**src/running_kth_largest_select_macros.svh**
```systemverilog
// Assertion helpers shared by the running k-th largest select block
`ifndef RUNNING_KTH_LARGEST_SELECT_MACROS_SVH
`define RUNNING_KTH_LARGEST_SELECT_MACROS_SVH

// Same-cycle implication, disabled during reset
`define KRS_ASSERT_IMPLY(label, clk, rst, ante, cons, msg) \
   label: assert property (@(posedge clk) disable iff (rst) (ante) |-> (cons)) \
      else $error(msg);

// Next-cycle implication, disabled during reset
`define KRS_ASSERT_NEXT(label, clk, rst, ante, cons, msg) \
   label: assert property (@(posedge clk) disable iff (rst) (ante) |=> (cons)) \
      else $error(msg);

`endif

```
**src/krs_pkg.sv**
```systemverilog
package krs_pkg;

   // Store depth and readout grouping
   localparam int CAPACITY_DEFAULT = 256;
   localparam int GROUP_SIZE       = 64;

   // Field widths
   localparam int VALUE_W = 32;
   localparam int RATIO_W = 16;

   typedef logic signed [VALUE_W-1:0] value_type;
   typedef logic [RATIO_W-1:0]        ratio_type;

   localparam ratio_type RATIO_RESET = ratio_type'(1);

   // Broadcast from the top level to every cell of the chain
   typedef struct packed {
      logic      shift_en;
      value_type ins_value;
   } cell_ctrl_type;

endpackage

```
**src/krs_cell.sv**
```systemverilog
module krs_cell import krs_pkg::*; #(
   parameter int CAPACITY = CAPACITY_DEFAULT,
   parameter int INDEX    = 0,
   localparam int CNT_W   = $clog2(CAPACITY + 1),
   localparam int IDX_W   = $clog2(CAPACITY)
) (
   input  logic             clock,
   input  cell_ctrl_type    ctrl,
   input  logic [CNT_W-1:0] count,
   input  logic [IDX_W-1:0] rank_idx,
   input  value_type        prev_value,
   input  logic             prev_ge,
   output value_type        value,
   output logic             ge,
   output value_type        sel_value
);

   value_type value_ff;
   value_type value_in;
   logic      occupied;

   // Entry is live when it sits below the fill level
   assign occupied = CNT_W'(INDEX) < count;
   assign ge       = occupied && (value_ff >= ctrl.ins_value);

   // Keep when not smaller; take the new sample at the insert point; else shift down
   always_comb begin
      if (ge) begin
         value_in = value_ff;
      end else if (prev_ge) begin
         value_in = ctrl.ins_value;
      end else begin
         value_in = prev_value;
      end
   end

   always_ff @(posedge clock) begin
      if (ctrl.shift_en) begin
         value_ff <= value_in;
      end
   end

   assign value     = value_ff;
   assign sel_value = (rank_idx == IDX_W'(INDEX)) ? value_ff : '0;

endmodule

```
**config.mk**
```make
export PLATFORM = sky130hd
export DESIGN_NAME = krs_cell
export DESIGN_NICKNAME = d
export VERILOG_FILES = /design/src/running_kth_largest_select_macros.svh /design/src/krs_pkg.sv /design/src/krs_cell.sv
export SDC_FILE = /design/constraint.sdc
export NUM_CORES = 1
export LEC_CHECK = 0
export BUFFER_PORTS_ARGS = -buffer_cell sky130_fd_sc_hd__buf_2
export CORE_MARGIN = 1
export CORE_UTILIZATION = 40
export DETAILED_ROUTE_END_ITERATION = 12
export PLACE_DENSITY = 0.78
export SLEW_MARGIN = 25
export SYNTH_ARGS = -nofsm -noshare
export SYNTH_HDL_FRONTEND = slang
export SYNTH_SLANG_ARGS = --single-unit
```
**constraint.sdc**
```tcl
create_clock -name clock -period 4.78 [get_ports clock]
set_input_delay 0.717 -clock clock [delete_from_list [all_inputs] [get_ports clock]]
set_output_delay 0.717 -clock clock [all_outputs]
set_load 0.05 [all_outputs]
```
==> summary.txt <==
Run status
  – Status: complete, no violations

Route
  – Starting DRC count in detailed routing: 52
  – Post-DRT Antenna Nets: 0
  – DR pass1 iterations: 4
  – Detailed-route DRC error count: 0
  – Via/cell ratio: ~5
  – DR vias: ~2200
  – Routed len/inst: around 13 um
  – Final wirelength: approximately 6000 um

Global route
  – Pin count of the biggest net entering global routing: 33
  – Total GRT Usage: about a fifth
  – Number of global-route vias before repair: between 2000 and 2500
  – GRT Residual Overflow: 0
  – Initial antenna violation count: 0
  – First-pass GRT wire length: 9591 um

Critical path
  – Worst path required time: roughly 4.1 ns
  – Critical path launch point type: input port
  – Crit Path Max Fanout: 31
  – Setup CP Type: in -> out
  – CP arrival: approximately 2.6 ns
  – CP endpoint kind: primary output

Logic synthesis
  – Post-Syn Area: between 2000 and 2500 um^2
  – Post-synthesis async set-or-reset flop share: 0%
  – Avg Cell Area, Syn: about 11 um^2
  – Gate Count Post-Synth: 231
  – Seq cells post-synth: 32
  – EDFF count, synth: 32
  – Yosys top cell by area: edfxtp_1
  – Most used flip-flop cell after synthesis: edfxtp_1
  – Seq/Total Area, Yosys: between 30% and 40%
  – Dominant cells by area after synthesis: edfxtp_1 (39%), ha_1 (16%), mux2_2 (14%), and2_1 (8.1%), inv_1 (5.3%)
  – Area share of the largest cell type after synthesis: approximately two fifths
  – Synth warn: 0
  – Synthesized net count: between 300 and 400
  – Netlist cell types: 37

Floorplan
  – IO Pins: around 150
  – Row Count: 28
  – Die width: about 81 um
  – Full die area: ~6500 um^2
  – Core area: about 6000 um^2
  – Die Ht: about 81 um
  – Starting Density: 41.47%

STA
  – Worst Max-Slew Pin Slew: approximately 0.93 ns
  – Tmin final: 3.316 ns
  – Final setup violation count: 0
  – Slew Viols, Final: 0
  – RSZ-0062 raised after global routing: no
  – Slew headroom: a little under two fifths
  – Max Clock Skew: approximately 0.0084 ns
  – Period utilization: 69.36%
  – Hold Fails Final Rpt: 0
  – Setup_tns: 0 ns
  – Fmax: between 300 and 400 MHz
  – Final worst setup slack: 1.464 ns

Flow run
  – Max-cap viol count: 0

Clock network
  – Hold buffers post-CTS: 0
  – Root Driver: clkbuf_8
  – CTS tree: yes
  – Clock slew at reported path FFs: around 0.060 ns
  – Max Root-Sink Buffers: 2
  – CTS Buf Count: 5
  – Cts repair resizes: 0
  – Latest clock arrival within the worst-skew pair: between 0.2 and 0.3 ns
  – # Post-CTS Setup Buffers: 0
  – Sink Count: 32
  – H-Tree Depth: 2

Finish
  – Number of diodes: 0
  – NumNets Final: ~500
  – Layout cells sized above 1: 50.00%
  – Area Growth Syn to Fin: 36.22%
  – Max reg flops: 32

Pwr
  – Pwr dens: ~220 nW/um^2
  – Final Power: between 700 and 800 uW
  – Peak VDD IR: roughly 0.00013 V
  – Leak: ~0.0017 uW

Place
  – Number of I/O port buffers: around 150
  – Routability-driven placement congestion ratio: ~0.78
  – Setup slack at placement: 1.344 ns
  – Post-DP HPWL: 4957 um

Min path
  – Worst Hold Class: in -> reg
[routing by layer]
layer	GRT usage [%]	vias up	routed length (um)	share of wire [%]
met5	0	-	0	0
met4	5.714	0	92	1.5
met3	3.068	8	251	4.2
met2	34.24	65	3137	52
met1	23.45	1039	2561	42
li1	-	1126	-	-
[logic make-up (layout without fill, tap and decap cells)]
| family | Yosys count | count (layout) | share of synthesized area (%) |
|---|---|---|---|
| buf+inv | 42 | 191 | 6.991 |
| fa+ha+maj | 32 | 32 | 16.21 |
| compound gates | 28 | 28 | 7.498 |
| mux | 32 | 32 | 14.59 |
| simple gates | 65 | 65 | 15.81 |
| flops | 32 | 32 | 38.91 |
[cell usage after synthesis (all sizes together) (4+ instances only)]
cell type	n
a21oi	10
and2	32
buf	6
edfxtp	32
ha	32
inv	35
mux2	32
nand2	6
nand3	5
nand4	4
nor2	4
nor3	4
o21ai	5
[metrics by stage]
stage	util, %	hold slack [ns]	area [um^2]	cells
floorplan	-	0.9179	2470	231
global placement	55.21	0.9994	3288	448
detailed placement	55.21	1.009	3288	448
CTS	56.49	0.7146	3364	455
global route	56.49	0.7302	3364	455
finish	56.49	0.7255	3364	455
[worst max-delay path: stages]
cell and delay, ns:
buf_2 0.10, or4_1 0.56, nor2_2 0.73, and2_1 0.24, buf_2 0.26
[final cells by class]
cell class | instances | area (um^2)
Clock buffer | 5 | 68.82
Clock inverter | 2 | 7.507
Fill cell | 562 | 2591
Inverter | 35 | 131.4
Multi-Input combinational cell | 157 | 1354
Sequential cell | 32 | 960.9
Tap cell | 75 | 93.84
Timing Repair Buffer | 149 | 748.2
[placed cells by master (no fill, tap or decap), drive strengths merged, types with 2 or more instances in the layout]
cell type / n
o21ai: 5
and4: 3
mux2: 32
clkinv: 2
a21oi: 10
buf: 149
nand4: 4
ha: 32
nor3: 4
inv: 35
nand3: 5
clkbuf: 5
a41oi: 2
nor2: 4
or4: 2
nor4: 2
nand2: 6
and2: 32
edfxtp: 32
[final timing paths]
path / startpoint / end / slack, ns / cells past startpoint
setup / recovery: rank_idx[1] / sel_value[30] / 1.46 / 5
setup reg to reg: value[31]$_DFFE_PP_ / value[11]$_DFFE_PP_ / 1.71 / 7
hold / removal: prev_value[1] / value[1]$_DFFE_PP_ / 0.73 / 2
hold reg to reg: value[15]$_DFFE_PP_ / value[21]$_DFFE_PP_ / 1.18 / 4
[where the power goes]
group,internal (uW),switching (uW)
Combinational,85.7,133
Sequential,332,10.7
Clock,96.0,93.2
Total,513,237
Power figures use the tool's default switching activity.
