### src/running_kth_largest_select_macros.svh
// Assertion helpers shared by the running k-th largest select block
`ifndef RUNNING_KTH_LARGEST_SELECT_MACROS_SVH
`define RUNNING_KTH_LARGEST_SELECT_MACROS_SVH

// Same-cycle implication, disabled during reset
`define KRS_ASSERT_IMPLY(label, clk, rst, ante, cons, msg) \
   label: assert property (@(posedge clk) disable iff (rst) (ante) |-> (cons)) \
      else $error(msg);

// Next-cycle implication, disabled during reset
`define KRS_ASSERT_NEXT(label, clk, rst, ante, cons, msg) \
   label: assert property (@(posedge clk) disable iff (rst) (ante) |=> (cons)) \
      else $error(msg);

`endif

### src/krs_pkg.sv
package krs_pkg;

   // Store depth and readout grouping
   localparam int CAPACITY_DEFAULT = 256;
   localparam int GROUP_SIZE       = 64;

   // Field widths
   localparam int VALUE_W = 32;
   localparam int RATIO_W = 16;

   typedef logic signed [VALUE_W-1:0] value_type;
   typedef logic [RATIO_W-1:0]        ratio_type;

   localparam ratio_type RATIO_RESET = ratio_type'(1);

   // Broadcast from the top level to every cell of the chain
   typedef struct packed {
      logic      shift_en;
      value_type ins_value;
   } cell_ctrl_type;

endpackage

### src/krs_rank.sv
module krs_rank import krs_pkg::*; #(
   parameter int CAPACITY = CAPACITY_DEFAULT,
   localparam int CNT_W   = $clog2(CAPACITY + 1)
) (
   input  logic             clock,
   input  logic             reset,
   input  logic             csr_wr_en,
   input  ratio_type        csr_wr_data,
   input  logic [CNT_W-1:0] count,
   input  logic             inc,
   output logic             busy,
   output logic [CNT_W-1:0] k
);

   localparam int STEP_W = $clog2(CNT_W + 1);

   typedef enum logic [1:0] {
      RK_IDLE   = 2'b01,
      RK_DIVIDE = 2'b10
   } rank_state_type;

   rank_state_type    state_ff, state_in;
   ratio_type         div_ff, div_in;
   ratio_type         rem_ff, rem_in;
   ratio_type         prem_ff, prem_in;
   logic [CNT_W-1:0]  k_ff, k_in;
   logic [CNT_W-1:0]  qd_ff, qd_in;
   logic [STEP_W-1:0] step_ff, step_in;

   logic [RATIO_W:0]  trial;
   logic [RATIO_W:0]  diff;
   logic              fits;
   ratio_type         prem_next;
   logic [CNT_W-1:0]  qd_next;

   // One restoring division step: bring down the next count bit
   assign trial     = {prem_ff, qd_ff[CNT_W-1]};
   assign diff      = trial - {1'b0, div_ff};
   assign fits      = trial >= {1'b0, div_ff};
   assign prem_next = fits ? diff[RATIO_W-1:0] : trial[RATIO_W-1:0];
   assign qd_next   = {qd_ff[CNT_W-2:0], fits};

   always_comb begin
      state_in = state_ff;
      div_in   = div_ff;
      rem_in   = rem_ff;
      prem_in  = prem_ff;
      k_in     = k_ff;
      qd_in    = qd_ff;
      step_in  = step_ff;

      unique case (state_ff)
         RK_IDLE: begin
            // Advance the rank by one every ratio insertions
            if (inc) begin
               if (rem_ff == div_ff) begin
                  k_in   = k_ff + CNT_W'(1);
                  rem_in = ratio_type'(1);
               end else begin
                  rem_in = rem_ff + ratio_type'(1);
               end
            end
         end
         RK_DIVIDE: begin
            prem_in = prem_next;
            qd_in   = qd_next;
            step_in = step_ff - STEP_W'(1);
            // Last step: rank is the rounded-up quotient
            if (step_ff == STEP_W'(1)) begin
               state_in = RK_IDLE;
               k_in     = qd_next + CNT_W'(prem_next != '0);
               rem_in   = (prem_next == '0) ? div_ff : prem_next;
            end
         end
         default: begin
            state_in = RK_IDLE;
         end
      endcase

      // New ratio: recompute the rank of the current fill level
      if (csr_wr_en) begin
         state_in = RK_DIVIDE;
         div_in   = (csr_wr_data == '0) ? ratio_type'(1) : csr_wr_data;
         prem_in  = '0;
         qd_in    = count;
         step_in  = STEP_W'(CNT_W);
      end
   end

   always_ff @(posedge clock) begin
      if (reset) begin
         state_ff <= RK_IDLE;
         div_ff   <= RATIO_RESET;
         rem_ff   <= RATIO_RESET;
         k_ff     <= '0;
         step_ff  <= '0;
      end else begin
         state_ff <= state_in;
         div_ff   <= div_in;
         rem_ff   <= rem_in;
         k_ff     <= k_in;
         step_ff  <= step_in;
      end
   end

   always_ff @(posedge clock) begin
      prem_ff <= prem_in;
      qd_ff   <= qd_in;
   end

   assign busy = (state_ff == RK_DIVIDE);
   assign k    = k_ff;

endmodule

### config.mk
export PLATFORM = sky130hd
export DESIGN_NAME = krs_rank
export DESIGN_NICKNAME = d
export VERILOG_FILES = /design/src/running_kth_largest_select_macros.svh /design/src/krs_pkg.sv /design/src/krs_rank.sv
export SDC_FILE = /design/constraint.sdc
export NUM_CORES = 1
export LEC_CHECK = 0
export ABC_AREA = 1
export BUFFER_PORTS_ARGS = -buffer_cell sky130_fd_sc_hd__buf_2
export CORE_UTILIZATION = 47
export CTS_CLUSTER_SIZE = 25
export DETAILED_ROUTE_END_ITERATION = 7
export HOLD_SLACK_MARGIN = 0.05
export REMOVE_ABC_BUFFERS = 1
export SLEW_MARGIN = 15
export SYNTH_ARGS = -nofsm -noshare
export SYNTH_HDL_FRONTEND = slang
export SYNTH_SLANG_ARGS = --single-unit
### constraint.sdc
create_clock -name clock -period 4.5 [get_ports clock]
set_clock_uncertainty 0.1 [all_clocks]
set_input_delay 0 -clock clock [delete_from_list [all_inputs] [get_ports clock]]
set_output_delay 0 -clock clock [all_outputs]
set_load 0.02 [all_outputs]
==> results summary <==
The flow ran to the end, and the final reports show no timing, DRC or antenna violations. In this run the cell area measured after placement is 5590 µm². The overall die area is 11700 µm². The overall die width came out at about 110 µm. The number of slew-limit violations in the final report is 0. The number of standard cells after synthesis came out at 825. During synthesis, Yosys emitted a total of 0 warnings.

The deepest clock path buffer count came out at 2. The endpoint required time on the critical path is 4.68 ns. The register bit total from synthesis is 72.

The number of cell rows came out at 38. The depth of the worst register-to-register path is 25. The initial cell density of the core is 48.5%. Setup repair after global routing left no endpoint under its margin. Yosys mapped the design onto between 40 and 50 distinct sky130hd cell types.

The clock net in this run drives a total of 72 sinks. In this run the critical register-to-register path is captured at k[6]. The share of flip-flops with an asynchronous set or reset after synthesis is 0%. The post-cts hold buffer count came out at 26. The critical path is of the reg2reg type. Setup violations remaining at the end of the flow were counted as 0. The highest achievable clock rate came out at 0.248 GHz. The synthesized area per cell is 6.43 µm². met2 is the most crowded layer.

The total congestion overflow came out at 0. The post-route cell area is 6140 µm². The most frequently used flop master after synthesis is sky130_fd_sc_hd__dfxtp_1.

Input and output buffers added on the ports amount to 38. 0 antenna diodes ended up in the layout. From bottom edge to top edge, the die measures 108 µm. In the final layout, the share of cells above drive strength 1 is 11.5%.

The root buffer cell chosen for the clock tree is sky130_fd_sc_hd__clkbuf_16. The violation count after the first detailed-route iteration is 402. The number of antenna violations at the first check in global routing is 0. The worst ir drop on vdd is 0.245 mV. The global-route track usage on met3 is a little under 5%.

The worst register-to-register path begins at div_ff[9]. The relative max-transition margin is 30.9%. Of all nets on the critical path, the largest fanout is 18. After detailed routing, the total wire length is 15.6 mm.

After clock tree synthesis, the clock-pin slew on the worst setup and hold paths is ~0.060 ns. The register-to-register path setup slack is around 0.47 ns. The transition at the pin with the smallest max-transition slack is 1.03 ns. The number of failing hold endpoints at the final stage was 0. Entering global routing, the biggest net connects 35 pins. Summed over all nets, the half-perimeter wirelength after detailed placement is 11.6 mm. The number of flops mapped to enable cells by yosys is 9. In the layout the commonest cells are sky130_fd_sc_hd__nand2_1, sky130_fd_sc_hd__inv_1, sky130_fd_sc_hd__nand3_1, sky130_fd_sc_hd__o21ai_0, sky130_fd_sc_hd__dfxtp_1. The remaining design rule violation count is 0. The final-layout setup total negative slack came out at 0 ns. The synthesis-to-layout area growth is 15.8%. Of the available clock period, the critical path in the final layout requires 89.7%.

TritonCTS built the clock tree. The core box area is 10900 µm². The via count of the first global-routing pass came out at roughly 5.2k. For this run, global-route usage on met1 was measured as 31.6%.

The net count reported at finish is 935. The data arrival time of the critical path came out at 4.22 ns. The post-layout minimum cycle time came out at 4.03 ns. The fraction of the yosys area taken by sequential cells came out at 28.9%. The total global routing track utilization is 28.0%. In this run the remaining antenna-violating nets after routing total 0. In this run the static leakage power is 2.98 nW. After detailed routing, the average wire length per cell comes to 15.2 µm. The number of H-tree levels came out at 3. In this run the worst setup path begins at div_ff[9]. The first global-routing pass estimated 25.0 mm of wire. Leaving out fill and tap cells, the most frequent cell in the layout is sky130_fd_sc_hd__nand2_1. The worst setup path is captured at a flop. The setup fix buffers added after clock tree synthesis came out at 0. The first-pass detailed-route iteration total came out at 7. The tool flagged a number of max-cap violations equal to 0.

In this run, post-CTS repair resized a total of 0 instances. The met2 usage in global routing is 49.8%. The clock latency reported for the late side of the worst-skew pair is around 0.34 ns. The total via count in the routed design came out at 5501. The worst setup path endpoint is k[6]. Counting the buffers created by CTS gives 9.

The netlist area before placement is 5300 µm². The total power divided by cell area is 357 nW/µm². The mean number of vias per cell came out at 5.36. The global placement routability congestion is 0.903. The path class of the tightest hold or removal check is in2reg. The worst setup path is launched from a flop. 39 I/O pins were placed.
==> area by class of cell <==
type	instances	area, µm²
multi-input combinational	589	3110
timing repair buffer	71	503
tap	140	175
fill	1086	4790
inverter	140	526
clock buffer	12	258
sequential	72	1530
clock inverter	3	40.0
==> power breakdown <==
| group | switching [mW] | leakage (nW) | internal (mW) |
|---|---|---|---|
| clock | 0.277 | 0.148 | 0.458 |
| combinational | 0.483 | 2.23 | 0.242 |
| sequential | 0.0386 | 0.606 | 0.692 |
| total | 0.798 | 2.98 | 1.39 |
==> worst max-delay path, cell delays in order (launching register included) <==
cell                       delay, ns
sky130_fd_sc_hd__dfxtp_1        0.35
sky130_fd_sc_hd__inv_1          0.11
sky130_fd_sc_hd__ha_1           0.40
sky130_fd_sc_hd__nand2_1        0.14
sky130_fd_sc_hd__nor2_2         0.18
sky130_fd_sc_hd__nand2_1        0.09
sky130_fd_sc_hd__nor3_2         0.18
sky130_fd_sc_hd__nor2_4         0.06
sky130_fd_sc_hd__nand2_4        0.23
sky130_fd_sc_hd__inv_1          0.16
sky130_fd_sc_hd__nand2_1        0.08
sky130_fd_sc_hd__nand2_1        0.08
sky130_fd_sc_hd__nor2_2         0.10
sky130_fd_sc_hd__nand2_2        0.09
sky130_fd_sc_hd__nor2_4         0.12
sky130_fd_sc_hd__nand2_4        0.10
sky130_fd_sc_hd__ha_1           0.21
sky130_fd_sc_hd__ha_1           0.20
sky130_fd_sc_hd__nand2_1        0.08
sky130_fd_sc_hd__nor2_1         0.04
sky130_fd_sc_hd__inv_1          0.07
sky130_fd_sc_hd__nor2_1         0.05
sky130_fd_sc_hd__inv_1          0.07
sky130_fd_sc_hd__nor3_1         0.06
sky130_fd_sc_hd__o311ai_0       0.41
sky130_fd_sc_hd__o211a_1        0.21
==> metal layers <==
| metal | vias up | routed length (µm) |
|---|---|---|
| met3 | 48 | 678 |
| met4 | 0 | 626 |
| met1 | 2522 | 6670 |
| li1 | 2755 | - |
| met2 | 176 | 7620 |
| met5 | - | 0 |
==> metrics by stage <==
| stage | total power [mW] | util, % | std cells | worst slack, ns | hold slack [ns] |
|---|---|---|---|---|---|
| 2_1_floorplan | 1.22 | - | 801 | 0.828 | -0.0309 |
| 3_3_place_gp | 1.43 | 51.1 | 986 | 0.637 | 0.120 |
| 3_5_place_dp | 1.44 | 51.1 | 986 | 0.494 | 0.129 |
| 4_1_cts | 2.19 | 56.2 | 1027 | 0.477 | 0.0504 |
| 5_1_grt | 2.31 | 56.2 | 1027 | 0.0453 | 0.0804 |
| 6_report | 2.19 | 56.2 | 1027 | 0.466 | 0.0602 |
==> synth_stat cells, drive strengths merged (4+ instances only) <==
library cell  count  area (µm²)
nor2             60         273
a21oi            34         174
nand3            90         480
buf               8        76.3
edfxtp            9         270
xor2             20         175
inv             138         518
o22ai             7        43.8
xnor2             9        78.8
o21ai            77         385
nand4             8        50.1
and2              4        25.0
nor3             14        75.1
ha               22         275
clkbuf           16        60.1
dfxtp            63        1260
nand2           225         922
==> state kept, by name, summed over array words and instances, names as in the netlist <==
register / cells
k: 9
div_ff: 16
step_ff: 4
prem_ff: 16
rem_ff: 16
qd_ff: 9
state_ff: 2
==> worst min-delay path by stage <==
stage          cells after the start  slack, ns          to      startpoint
3_3_place_gp                       3       0.12   div_ff[5]  csr_wr_data[5]
3_5_place_dp                       3       0.13   div_ff[9]  csr_wr_data[9]
4_1_cts                            3       0.05  step_ff[3]       csr_wr_en
2_1_floorplan                      1      -0.03        k[8]           reset
5_1_grt                            3       0.08  step_ff[3]       csr_wr_en
6_report                           3       0.06  step_ff[3]       csr_wr_en
==> logic make-up after synthesis <==
kind of cell    synth area share, %
simple gates                   35.1
flops                          28.9
fa+ha+maj                      5.57
xor+xnor                       4.79
buf+inv                        12.5
compound gates                 13.1
(Power assumes the default switching activity.)
